File: src/lru_block_cache_lookup_unit_macros.svh
// Assertion helpers for the block cache lookup unit
`ifndef LRU_BLOCK_CACHE_LOOKUP_UNIT_MACROS_SVH
`define LRU_BLOCK_CACHE_LOOKUP_UNIT_MACROS_SVH
// implication checked on every clock, off during reset
`define LBC_ASSERT_IMP(label, clk, rst_n, ante, cons, msg) \
    label: assert property (@(posedge clk) disable iff (!rst_n) (ante) |-> (cons)) \
        else $error(msg);
// next-cycle implication
`define LBC_ASSERT_NXT(label, clk, rst_n, ante, cons, msg) \
    label: assert property (@(posedge clk) disable iff (!rst_n) (ante) |=> (cons)) \
        else $error(msg);
`endif

File: src/lbc_pkg.sv
// ----------------------------------------------------------------------------
// lbc_pkg
// Shared constants and types of the block cache lookup unit.
// ----------------------------------------------------------------------------
package lbc_pkg;
    localparam int NUM_SLOTS  = 16;
    localparam int SLOT_W     = (NUM_SLOTS > 1) ? $clog2(NUM_SLOTS) : 1;
    localparam int POS_W      = 40;
    localparam int CNT_W      = 32;
    localparam int AGE_W      = 64;
    localparam int MAX_BLOCKS = 64;

    typedef enum logic [1:0] {
        CFG_BLOCK_UNITS  = 2'd0,
        CFG_FILE_LENGTH  = 2'd1,
        CFG_ACTIVE_SLOTS = 2'd2
    } t_cfg_idx;

    // result of one slot scan
    typedef struct packed {
        logic              hit;
        logic [SLOT_W-1:0] slot;
    } t_scan_res;
endpackage

File: src/lbc_tag_scan.sv
// ----------------------------------------------------------------------------
// lbc_tag_scan
// Tag store with a one-slot-per-cycle compare unit: hit, free and oldest.
// ----------------------------------------------------------------------------
module lbc_tag_scan (
    input  logic                      i_clk,
    input  logic                      i_rst_n,
    input  logic                      i_start,
    input  logic [lbc_pkg::POS_W-1:0] i_pos,
    input  logic [6:0]                i_nslots,
    input  logic                      i_touch,
    input  logic [lbc_pkg::SLOT_W-1:0] i_touch_slot,
    input  logic                      i_touch_fill,
    input  logic [lbc_pkg::AGE_W-1:0] i_age,
    output logic                      o_done,
    output lbc_pkg::t_scan_res        o_res
);
    import lbc_pkg::*;
    `include "lru_block_cache_lookup_unit_macros.svh"

    logic [POS_W-1:0]  r_tag   [NUM_SLOTS];
    logic [AGE_W-1:0]  r_age   [NUM_SLOTS];
    logic [NUM_SLOTS-1:0] r_valid;
    logic              r_busy;
    logic [6:0]        r_idx;
    logic              r_hit, r_free;
    logic [SLOT_W-1:0] r_hit_slot, r_free_slot, r_old_slot;
    logic [AGE_W-1:0]  r_old_age;
    logic [SLOT_W-1:0] w_i;

    assign w_i    = r_idx[SLOT_W-1:0];
    assign o_done = r_busy && (r_idx == i_nslots);
    always_comb begin
        o_res.hit  = r_hit;
        o_res.slot = r_hit ? r_hit_slot : (r_free ? r_free_slot : r_old_slot);
    end

    always_ff @(posedge i_clk) begin
        if (!i_rst_n) begin
            r_valid <= '0;
            r_busy  <= 1'b0;
            r_idx   <= '0;
        end else begin
            if (i_start) begin
                r_busy <= 1'b1;
                r_idx  <= '0;
                r_hit  <= 1'b0;
                r_free <= 1'b0;
                r_old_slot <= '0;
            end else if (r_busy && r_idx != i_nslots) begin
                if (!r_valid[w_i]) begin
                    if (!r_free) begin
                        r_free      <= 1'b1;
                        r_free_slot <= w_i;
                    end
                end else begin
                    if (!r_hit && r_tag[w_i] == i_pos) begin
                        r_hit      <= 1'b1;
                        r_hit_slot <= w_i;
                    end
                    if (r_idx == 7'd0 || r_age[w_i] < r_old_age) begin
                        r_old_age  <= r_age[w_i];
                        r_old_slot <= w_i;
                    end
                end
                r_idx <= r_idx + 7'd1;
            end
            if (i_touch) begin
                r_busy <= 1'b0;
                r_age[i_touch_slot] <= i_age;
                if (i_touch_fill) begin
                    r_tag[i_touch_slot]   <= i_pos;
                    r_valid[i_touch_slot] <= 1'b1;
                end
            end
        end
    end

    `LBC_ASSERT_NXT(a_start_busy, i_clk, i_rst_n, i_start, r_busy, "scan did not start")
    `LBC_ASSERT_IMP(a_touch_done, i_clk, i_rst_n, i_touch, o_done, "touch before scan done")
    `LBC_ASSERT_IMP(a_idx_range, i_clk, i_rst_n, r_busy, r_idx <= i_nslots, "scan index ran away")
endmodule

File: src/lru_block_cache_lookup_unit.sv
// ----------------------------------------------------------------------------
// lru_block_cache_lookup_unit
// Splits a read request into blocks and looks each up in an LRU tag store.
// ----------------------------------------------------------------------------
// Usage: a request (start position, byte count) enters on s_axis; one result
// per touched block leaves on m_axis, tlast on the final one. Registers are
// written on the cfg channel while idle. Per request, a restoring divider
// finds the first and last block index, then each block takes a slot scan of
// one slot per cycle over the active slots. A rejected request (over 64
// blocks or past the position space) gives one error result after the
// divides. Zero-length requests give nothing.
// The result waits in the output register while the receiver stalls; no
// further result is made until it is taken. s_axis_tready is high only
// when idle. Reset empties the tag store, zeroes the age counter and
// restores the registers to block units 1, file length 0, active slots 16.
// ----------------------------------------------------------------------------
module lru_block_cache_lookup_unit (
    input  logic        i_clk,
    input  logic        i_rst_n,
    input  logic        s_axis_tvalid,
    output logic        s_axis_tready,
    input  logic [71:0] s_axis_tdata,   // start_position[39:0], byte_count[71:40]
    output logic        m_axis_tvalid,
    input  logic        m_axis_tready,
    output logic [111:0] m_axis_tdata,  // slot[5:0], hit[6], block_position[46:7],
                                        // copy_offset[66:47], copy_length[87:67],
                                        // fill_length[108:88], zeros[111:109]
    output logic        m_axis_tlast,   // last
    output logic        m_axis_tuser,   // error
    input  logic        i_cfg_valid,
    output logic        o_cfg_ready,
    input  logic [1:0]  i_cfg_index,
    input  logic [39:0] i_cfg_data
);
    import lbc_pkg::*;
    `include "lru_block_cache_lookup_unit_macros.svh"

    typedef enum logic [2:0] {
        S_IDLE, S_DIV1, S_DIV2, S_CHECK, S_SCAN, S_OUT
    } t_state;

    t_state           r_state;
    logic [8:0]       r_bu;
    logic [39:0]      r_flen;
    logic [6:0]       r_act;
    logic [AGE_W-1:0] r_age_cnt;
    logic [39:0]      r_start;
    logic [40:0]      r_end;      // start + count
    logic [32:0]      r_remain;
    logic [40:0]      r_quo, r_rem, r_first;
    logic [5:0]       r_bit;
    logic [39:0]      r_pos;
    logic [20:0]      r_off;
    logic             r_out_v;
    logic [111:0]     r_out_d;
    logic             r_out_last, r_out_err;
    logic             r_scan_go;

    logic [20:0]      w_bs;
    logic [8:0]       w_bu;
    logic [6:0]       w_ns;
    logic [41:0]      w_trial;
    logic [40:0]      w_dividend;
    logic [40:0]      w_nblk;
    logic [32:0]      w_len;
    logic [40:0]      w_fill;
    logic             w_done;
    t_scan_res        w_res;
    logic             w_touch, w_fillsel;

    always_comb begin
        w_bu = (r_bu == 9'd0) ? 9'd1 : ((r_bu > 9'd256) ? 9'd256 : r_bu);
        w_bs = {w_bu, 12'd0};
        w_ns = (r_act == 7'd0) ? 7'd1 :
               ((r_act > 7'(NUM_SLOTS)) ? 7'(NUM_SLOTS) : r_act);
        w_dividend = (r_state == S_DIV1) ? {1'b0, r_start} : (r_end - 41'd1);
        w_trial = {r_rem, w_dividend[r_bit]} - {21'd0, w_bs};
        w_nblk  = r_quo - r_first + 41'd1;
        w_len   = {12'd0, w_bs - r_off};
        if (w_len > r_remain) w_len = r_remain;
        w_fill = (r_pos < r_flen) ? ({1'b0, r_flen} - {1'b0, r_pos}) : 41'd0;
        if (w_fill > {20'd0, w_bs}) w_fill = {20'd0, w_bs};
        w_touch   = (r_state == S_SCAN) && w_done && !r_out_v;
        w_fillsel = !w_res.hit;
    end

    assign s_axis_tready = (r_state == S_IDLE);
    assign o_cfg_ready   = (r_state == S_IDLE);
    assign m_axis_tvalid = r_out_v;
    assign m_axis_tdata  = r_out_d;
    assign m_axis_tlast  = r_out_last;
    assign m_axis_tuser  = r_out_err;

    lbc_tag_scan u_scan (
        .i_clk       (i_clk),
        .i_rst_n     (i_rst_n),
        .i_start     (r_scan_go),
        .i_pos       (r_pos),
        .i_nslots    (w_ns),
        .i_touch     (w_touch),
        .i_touch_slot(w_res.slot),
        .i_touch_fill(w_fillsel),
        .i_age       (r_age_cnt),
        .o_done      (w_done),
        .o_res       (w_res)
    );

    always_ff @(posedge i_clk) begin
        if (!i_rst_n) begin
            r_state   <= S_IDLE;
            r_bu      <= 9'd1;
            r_flen    <= '0;
            r_act     <= 7'd16;
            r_age_cnt <= '0;
            r_out_v   <= 1'b0;
            r_scan_go <= 1'b0;
        end else begin
            r_scan_go <= 1'b0;
            if (r_out_v && m_axis_tready) r_out_v <= 1'b0;
            unique case (r_state)
                S_IDLE: begin
                    if (i_cfg_valid) begin
                        case (i_cfg_index)
                            CFG_BLOCK_UNITS:  r_bu   <= i_cfg_data[8:0];
                            CFG_FILE_LENGTH:  r_flen <= i_cfg_data;
                            CFG_ACTIVE_SLOTS: r_act  <= i_cfg_data[6:0];
                            default: ;
                        endcase
                    end
                    if (s_axis_tvalid && s_axis_tdata[71:40] != 32'd0) begin
                        r_start  <= s_axis_tdata[39:0];
                        r_end    <= {1'b0, s_axis_tdata[39:0]} + {9'd0, s_axis_tdata[71:40]};
                        r_remain <= {1'b0, s_axis_tdata[71:40]};
                        r_rem    <= '0;
                        r_bit    <= 6'd40;
                        r_state  <= S_DIV1;
                    end
                end
                S_DIV1, S_DIV2: begin
                    // restoring division, one quotient bit a cycle
                    if (!w_trial[41]) begin
                        r_rem <= w_trial[40:0];
                        r_quo <= {r_quo[39:0], 1'b1};
                    end else begin
                        r_rem <= {r_rem[39:0], w_dividend[r_bit]};
                        r_quo <= {r_quo[39:0], 1'b0};
                    end
                    if (r_bit == 6'd0) begin
                        if (r_state == S_DIV1) begin
                            r_first <= w_trial[41] ? {r_quo[39:0], 1'b0}
                                                   : {r_quo[39:0], 1'b1};
                            r_off   <= w_trial[41] ? {r_rem[19:0], w_dividend[0]}
                                                   : w_trial[20:0];
                            r_rem   <= '0;
                            r_bit   <= 6'd40;
                            r_state <= S_DIV2;
                        end else begin
                            r_state <= S_CHECK;
                        end
                    end else begin
                        r_bit <= r_bit - 6'd1;
                    end
                end
                S_CHECK: begin
                    r_pos <= r_start - {20'd0, r_off[19:0]};
                    if (w_nblk > 41'(MAX_BLOCKS) || r_end > {1'b1, 40'd0}) begin
                        if (!r_out_v) begin
                            r_out_v    <= 1'b1;
                            r_out_d    <= '0;
                            r_out_last <= 1'b1;
                            r_out_err  <= 1'b1;
                            r_state    <= S_IDLE;
                        end
                    end else begin
                        r_scan_go <= 1'b1;
                        r_state   <= S_SCAN;
                    end
                end
                S_SCAN: begin
                    if (w_touch) begin
                        r_out_v    <= 1'b1;
                        r_out_d    <= {3'd0, (w_res.hit ? 21'd0 : w_fill[20:0]),
                                       w_len[20:0], r_off[19:0], r_pos,
                                       w_res.hit, 6'(w_res.slot)};
                        r_out_last <= (r_remain == w_len);
                        r_out_err  <= 1'b0;
                        r_age_cnt  <= r_age_cnt + 64'd1;
                        r_remain   <= r_remain - w_len;
                        r_state    <= S_OUT;
                    end
                end
                S_OUT: begin
                    if (r_remain == 33'd0) begin
                        r_state <= S_IDLE;
                    end else begin
                        r_pos     <= r_pos + {19'd0, w_bs};
                        r_off     <= '0;
                        r_scan_go <= 1'b1;
                        r_state   <= S_SCAN;
                    end
                end
                default: r_state <= S_IDLE;
            endcase
        end
    end

    `LBC_ASSERT_IMP(a_no_in_busy, i_clk, i_rst_n, r_state != S_IDLE, !s_axis_tready, "ready while busy")
    `LBC_ASSERT_IMP(a_err_zero, i_clk, i_rst_n, r_out_v && r_out_err, r_out_last && r_out_d == '0, "bad error result")
    `LBC_ASSERT_NXT(a_touch_out, i_clk, i_rst_n, w_touch, r_out_v, "result lost")
endmodule

File: config.mk
export PLATFORM = sky130hd
export DESIGN_NAME = lru_block_cache_lookup_unit
export DESIGN_NICKNAME = d
export VERILOG_FILES = /design/src/lbc_pkg.sv /design/src/lbc_tag_scan.sv /design/src/lru_block_cache_lookup_unit.sv
export VERILOG_INCLUDE_DIRS = /design/src /design/src/src
export SDC_FILE = /design/constraint.sdc
export NUM_CORES = 2
export LEC_CHECK = 0
export BUFFER_PORTS_ARGS = -buffer_cell sky130_fd_sc_hd__buf_2
export CAP_MARGIN = 20
export CORE_MARGIN = 2
export CORE_UTILIZATION = 51
export DETAILED_ROUTE_END_ITERATION = 16
export GPL_TIMING_DRIVEN = 0
export PLACE_DENSITY = 0.67
export SYNTH_ARGS = -nofsm -noshare
export SYNTH_HDL_FRONTEND = slang
export SYNTH_SLANG_ARGS = --single-unit
export TNS_END_PERCENT = 30
File: constraint.sdc
create_clock -name i_clk -period 11.5 [get_ports i_clk]
set_input_delay 1.725 -clock i_clk [delete_from_list [all_inputs] [get_ports i_clk]]
set_output_delay 1.725 -clock i_clk [all_outputs]
set_load 0.01 [all_outputs]
## Word level (Yosys, flattened, before mapping)

Memory sizes are Yosys's and may differ from the RTL's. A register that Yosys moved wholly into a read port is not among the register bits.
Cells that the tools add are included.
Widths: inputs -> output; s select.

- Word-level logic and storage cells: 217
- Memory bits (writable): 1664
- Bits in registers: 645
- Memories kept: 2

Memory list:

| name | words | bits a word | read ports | clocked after Yosys merged registers in | wr ports | line | RTL |
|---|---|---|---|---|---|---|---|
| u_scan.r_age | 16 | 64 | 1 | 1 | 1 | lbc_tag_scan.sv:22 | `logic [AGE_W-1:0] r_age [NUM_SLOTS];` |
| u_scan.r_tag | 16 | 40 | 1 | 1 | 1 | lbc_tag_scan.sv:21 | `logic [POS_W-1:0] r_tag [NUM_SLOTS];` |

- Equality and inequality tests: 21
- Mux-type cells: 82
- Bitwise gates (word level): 6
- $lt $le $gt $ge: 12
- Reductions and logical operators: 53
- Add/sub/neg operators: 13

Operator list:

| kind | number |
|---|---|
| $mux 112 | 3 |
| $mux 41 | 6 |
| $pmux 112 s2 | 1 |
| $mux 21 | 6 |
| $mux 33 | 3 |
| $pmux 41 s2 | 1 |
| $pmux 40 s2 | 1 |
| $pmux 33 s2 | 1 |
| $add 64x1->64 const B | 1 |
| $lt 64x64->1 | 1 |
| $pmux 21 s2 | 1 |
| $sub 42x21->42 | 1 |
| $add 40x32->41 | 1 |
| $add 41x1->41 const B | 1 |
| $gt 41x21->1 | 1 |
| $gt 41x41->1 const B | 1 |
| $gt 41x7->1 const B | 1 |
| $sub 40x40->41 | 1 |
| $sub 41x1->41 const B | 1 |
| $sub 41x41->41 | 1 |
| $add 40x21->40 | 1 |
| $eq 40x40->1 | 1 |
| $lt 40x40->1 | 1 |
| $mux 40 | 1 |
| 52 further kinds | 149 |

## Depth between registers and ports, before layout

- Depth in word-level cells: 10
- Mapped depth: 35
- Gate-level depth less buffers: 35

## By module

A second synthesis with hierarchy kept.

- Cells, all modules: 6730
- Area, all modules: 103858.4 µm²

By module, submodules not included:

| module | seq. area each (µm²) | cells an instance | instances | area an instance (µm²) |
|---|---|---|---|---|
| lbc_tag_scan | 52870.7 | 3082 | 1 | 69322.7 |
| lru_block_cache_lookup_unit | 14904.3 | 3648 | 1 | 34535.6 |

## Worst setup path after synthesis

Ideal clock, no wire load.

- Path kind: reg-to-reg
- Start: register with a tool-made name
- End: register u_scan.r_old_age[0], read port of u_scan.r_age (enable)
- Data required time: 11.014 ns
- Cell stages (with the launch flop): 22
- Clock period less this slack: 8.749 ns
- Path slack: 2.751 ns
- Library setup time: 0.486 ns
- Path buffers: 6
- Arrival time: 8.263 ns
- Cells stage by stage: dfxtp_1 > buf_2 > buf_2 > buf_1 > clkbuf_1 > clkbuf_1 > buf_1 > mux4_2 > mux4_2 > ha_1 > a21o_1 > a21o_1 > a21o_1 > a21o_1 > a21o_1 > a21o_1 > a221o_1 > o21ai_0 > o2111ai_1 > a21oi_1 > a21oi_1 > nor2_1

RTL lines:

| element | line | RTL |
|---|---|---|
| to (decl) | lbc_tag_scan.sv:28 | `logic [AGE_W-1:0] r_old_age;` |

==> out/results.tsv <==
stage	metric	value	unit
timing	Slew HR	20.4	%
logic_synthesis	Synth Register Bits	2308	
timing	final setup fails	0	
timing	Worst Skew	52.9	ps
worst_setup_path	critical path peak fanout	34	
logic_synthesis	Syn Std Cell Area	102000	µm²
floorplan	Std-Cell Rows	164	
clock_network	root buffer cell	clkbuf_16	
floorplan	core outline area	199000	µm²
timing	RSZ-0062 raised after global routing	no	
detailed_routing	WL final	279000	µm
pwr	Pleak	41.6	nW
pwr	Clock power frac	39.1	%
logic_synthesis	share of the synthesized area in the top cell type	63.3	%
layout	share of cells above drive strength 1	19.2	%
floorplan	Die W	452	µm
hold_path	path category of the worst min-delay check	reg -> reg	
floorplan	die area	204000	µm²
detailed_routing	detailed-route via count	60742	
layout	non-filler cells, final	9881	
detailed_routing	drt wl/cell	28.3	µm
worst_setup_path	CP bufs+invs	8	
clock_network	PostCTS Resize Cnt	0	
timing	final slew viol count	0	
logic_synthesis	Adder-Cell Fraction of Synth Area	4.02	%
pwr	Sequential Power Share	51.1	%
job	max_cap viols	0	
clock_network	clock sinks	2308	
logic_synthesis	largest family of logic cells by synthesized area	multiplexers	
worst_setup_path	CP most frequent cell	a21o_1	
timing	Worst-Margin Slew	1190	ps
pwr	Comb pwr share	9.9	%
worst_setup_path	CP Cell Sequence	clkbuf_1, clkbuf_1, buf_1, clkbuf_2, clkbuf_1, clkbuf_1, mux4_2, mux4_2, ha_1, a21o_1, a21o_1, a21o_1, a21o_1, a21o_1, a21o_1, a221o_1, o21ai_0, o2111ai_1, a21oi_1, a21oi_1, nor2_4, buf_12, buf_12	
floorplan	I/O pins	236	
clock_network	CTS hold repair buffers	0	
worst_setup_path	Worst path slowest cell	clkbuf_1	
logic_synthesis	fraction of synthesized cell area in xor and xnor cells	2.94	%
logic_synthesis	library cells used by synthesis	93	
detailed_routing	Vias per Instance	6.15	
pwr	Power Internal	0.0142	W
worst_setup_path	WP data required	12040	ps
logic_synthesis	Post-synth EDFFs	2155	
pwr	Net Sw Frac	24.3	%
worst_setup_path	CP top delay family	buffers and inverters	
detailed_routing	DRC violations left	0	
worst_setup_path	Worst path max stage delay	860	ps
worst_setup_path	CP startpoint kind	register	
detailed_routing	Iteration-0 DRC Markers	7082	
detailed_routing	Post-DRT Antenna Nets	0	
timing	fin crit share	84.1	%
logic_synthesis	area share of and/or/nand/nor cells after synthesis	6.96	%
floorplan	Initial Util	51.2	%
logic_synthesis	Seq/Total Area, Yosys	66.3	%
grt	global-route wire length before repair	405000	µm
place	DP Wirelength	200000	µm
worst_setup_path	CP Capture Type	register	
logic_synthesis	Synth Area in Compound Gates	5.21	%
worst_setup_path	WP data arrival	10220	ps
run_status	status	complete, no violations	
clock_network	Clk Latency, worst-skew pair	900	ps
layout	Layout Nets	7459	
clock_network	Setup Buffers After CTS	0	
worst_setup_path	WS Path Type	reg -> reg	
logic_synthesis	post-synth top area cell	edfxtp_1	
clock_network	CTS Buf Count	226	
logic_synthesis	cell count after synthesis	6361	
layout	fin util	58.8	%
pwr	Pwr Density	160	nW/µm²
clock_network	Clock Tree Buf Depth	3	
logic_synthesis	Async SR Flop Fraction	0	%
layout	Area Growth Syn to Fin	14.7	%
logic_synthesis	Main synth FF type	edfxtp_1	
place	GPL Wtd Cong	0.942	
timing	crit path time final	9680	ps
clock_network	CTS tree	yes	
detailed_routing	Pre-Repair DR Iteration Count	6	
logic_synthesis	post-synthesis mux area share	12.6	%
place	Placed Cells	9423	
place	Port-buffer cells	230	
floorplan	die height	452	µm
timing	endpoints failing hold	0	
pwr	Psw	0.00455	W
logic_synthesis	Mean Syn Cell Area	16.1	µm²
logic_synthesis	largest cells by area after synthesis	edfxtp_1 (63%), mux4_2 (12%), ha_1 (3.9%)	
grt	vias in the first global route	59704	
timing	Fmax	0.103	GHz
clock_network	H-tree depth	4	
grt	largest net degree at the start of global routing	45	
logic_synthesis	Yosys warnings	0	
pwr	worst vdd ir	0.000153	V
clock_network	clock slew at reported path FFs	60	ps
grt	Global Route Usage Sum	27.3	%
grt	initial antenna violation count	18	
grt	grt total ovfl	0	
[per-layer routing]
| layer | track usage, % | routed length (µm) | vias to the layer above |
|---|---|---|---|
| li1 | - | - | 26243 |
| met1 | 39.7 | 118000 | 31390 |
| met2 | 42.6 | 131000 | 2718 |
| met3 | 4.66 | 23400 | 387 |
| met4 | 8.14 | 7590 | 4 |
| met5 | 0 | 29 | - |
[flip-flops by register name, indices dropped and copies added, names as in the netlist, 6 cells and up, named ones only]
name / count
r_bit: 6
r_pos: 40
u_scan.r_idx: 7
r_remain: 33
u_scan.r_tag: 640
u_scan.r_old_age: 64
r_start: 40
r_flen: 40
r_act: 7
r_end: 41
r_quo: 41
m_axis_tdata: 107
r_age_cnt: 64
u_scan.r_valid: 16
r_off: 21
r_bu: 9
u_scan.r_age: 1024
r_rem: 41
r_first: 41
[worst register-to-register path: stages, from the launching register on]
cell       delay, ps
dfxtp_1          350
clkbuf_1         810
clkbuf_1         690
buf_1            670
clkbuf_2         790
clkbuf_1         880
clkbuf_1         800
mux4_2           420
mux4_2           510
ha_1             340
a21o_1           160
a21o_1           160
a21o_1           170
a21o_1           170
a21o_1           180
a21o_1           180
a221o_1          280
o21ai_0          140
o2111ai_1        140
a21oi_1          630
a21oi_1          200
nor2_4           170
buf_12           220
buf_12           310
[kinds of logic after synthesis]
logic type	Yosys count
flops	2308
simple gates	1424
compound gates	826
mux	606
buf+inv	529
xor+xnor	343
fa+ha+maj	324
other cells	1
[power groups by stage]
stage                     sequential [W]  combinational [W]  clock, W
after floorplan                  0.00968            0.00128         0
after global placement           0.00974            0.00175         0
after detailed placement         0.00972            0.00182         0
after CTS                        0.00954            0.00183   0.00739
after global routing             0.00957            0.00205   0.00770
final                            0.00955            0.00185   0.00730
[through the flow]
| stage | setup WS (ps) | power, W | area (µm²) | TNS [ps] | hold WS, ps |
|---|---|---|---|---|---|
| 4_1_cts | 1940 | 0.0188 | 117000 | 0 | 452 |
| 6_report | 1820 | 0.0187 | 117000 | 0 | 453 |
| 3_3_place_gp | -2220 | 0.0115 | 107000 | -205650 | 428 |
| 3_5_place_dp | 2000 | 0.0115 | 110000 | 0 | 438 |
| 5_1_grt | 1570 | 0.0193 | 117000 | 0 | 458 |
| 2_1_floorplan | 2750 | 0.0110 | 102000 | 0 | 421 |
[path summary, 6_finish.rpt]
check,startpoint,to,slack (ps),cells after the start
max,register,u_scan.r_old_age[56],1820,23
min,u_scan.r_valid[5],u_scan.r_valid[5],450,1
max reg2reg,register,u_scan.r_old_age[56],1820,23
min reg2reg,u_scan.r_valid[5],u_scan.r_valid[5],450,1
[synthesized netlist by cell type, types with 98 or more instances]
| cell type | n |
|---|---|
| nand2_1 | 347 |
| ha_1 | 317 |
| nor2_1 | 363 |
| o21ai_0 | 181 |
| nor3_1 | 101 |
| dfxtp_1 | 153 |
| a21o_1 | 117 |
| inv_1 | 268 |
| a21oi_1 | 207 |
| mux4_2 | 542 |
| edfxtp_1 | 2155 |
| clkbuf_1 | 191 |
| xnor2_1 | 248 |
| and2_1 | 98 |
[final cells by class]
| class | count | area, µm² |
|---|---|---|
| diodes | 9 | 22.5 |
| plain buffers | 257 | 995 |
| clock buffers | 291 | 6030 |
| clock inverters | 137 | 1300 |
| fillers | 14993 | 82200 |
| inverters | 272 | 1020 |
| multi-input cells | 3528 | 32700 |
| flip-flops and latches | 2308 | 67800 |
| well taps | 2656 | 3320 |
| repair buffers | 423 | 4070 |
[layout by cell type, fill, tap and decap left out, types with 38 or more instances in the layout]
cell type  netlist  final
buf_2            3    234
o21ai_0        181    181
mux2i_1         60     60
or3_1           40     40
nand3_1         92     92
clkinv_2         0     38
dfxtp_1        153    153
buf_12           0     46
clkbuf_1       191    241
mux4_2         542    542
nor2b_1         58     58
xor2_1          95     95
xnor2_1        248    248
and2_1          98     97
edfxtp_1      2155   2155
clkbuf_16        0    227
o21a_1          41     40
a21boi_0        53     53
nand4_1         83     83
nand2b_1        49     49
nor4_1          55     54
inv_1          268    268
nor2_1         363    345
buf_6            0     79
a21o_1         117    117
nor3_1         101     85
nand2_1        347    347
buf_1           57     57
ha_1           317    317
a21oi_1        207    206
clkinv_1         3     54
No activity file was read; power rests on OpenSTA's default activity.
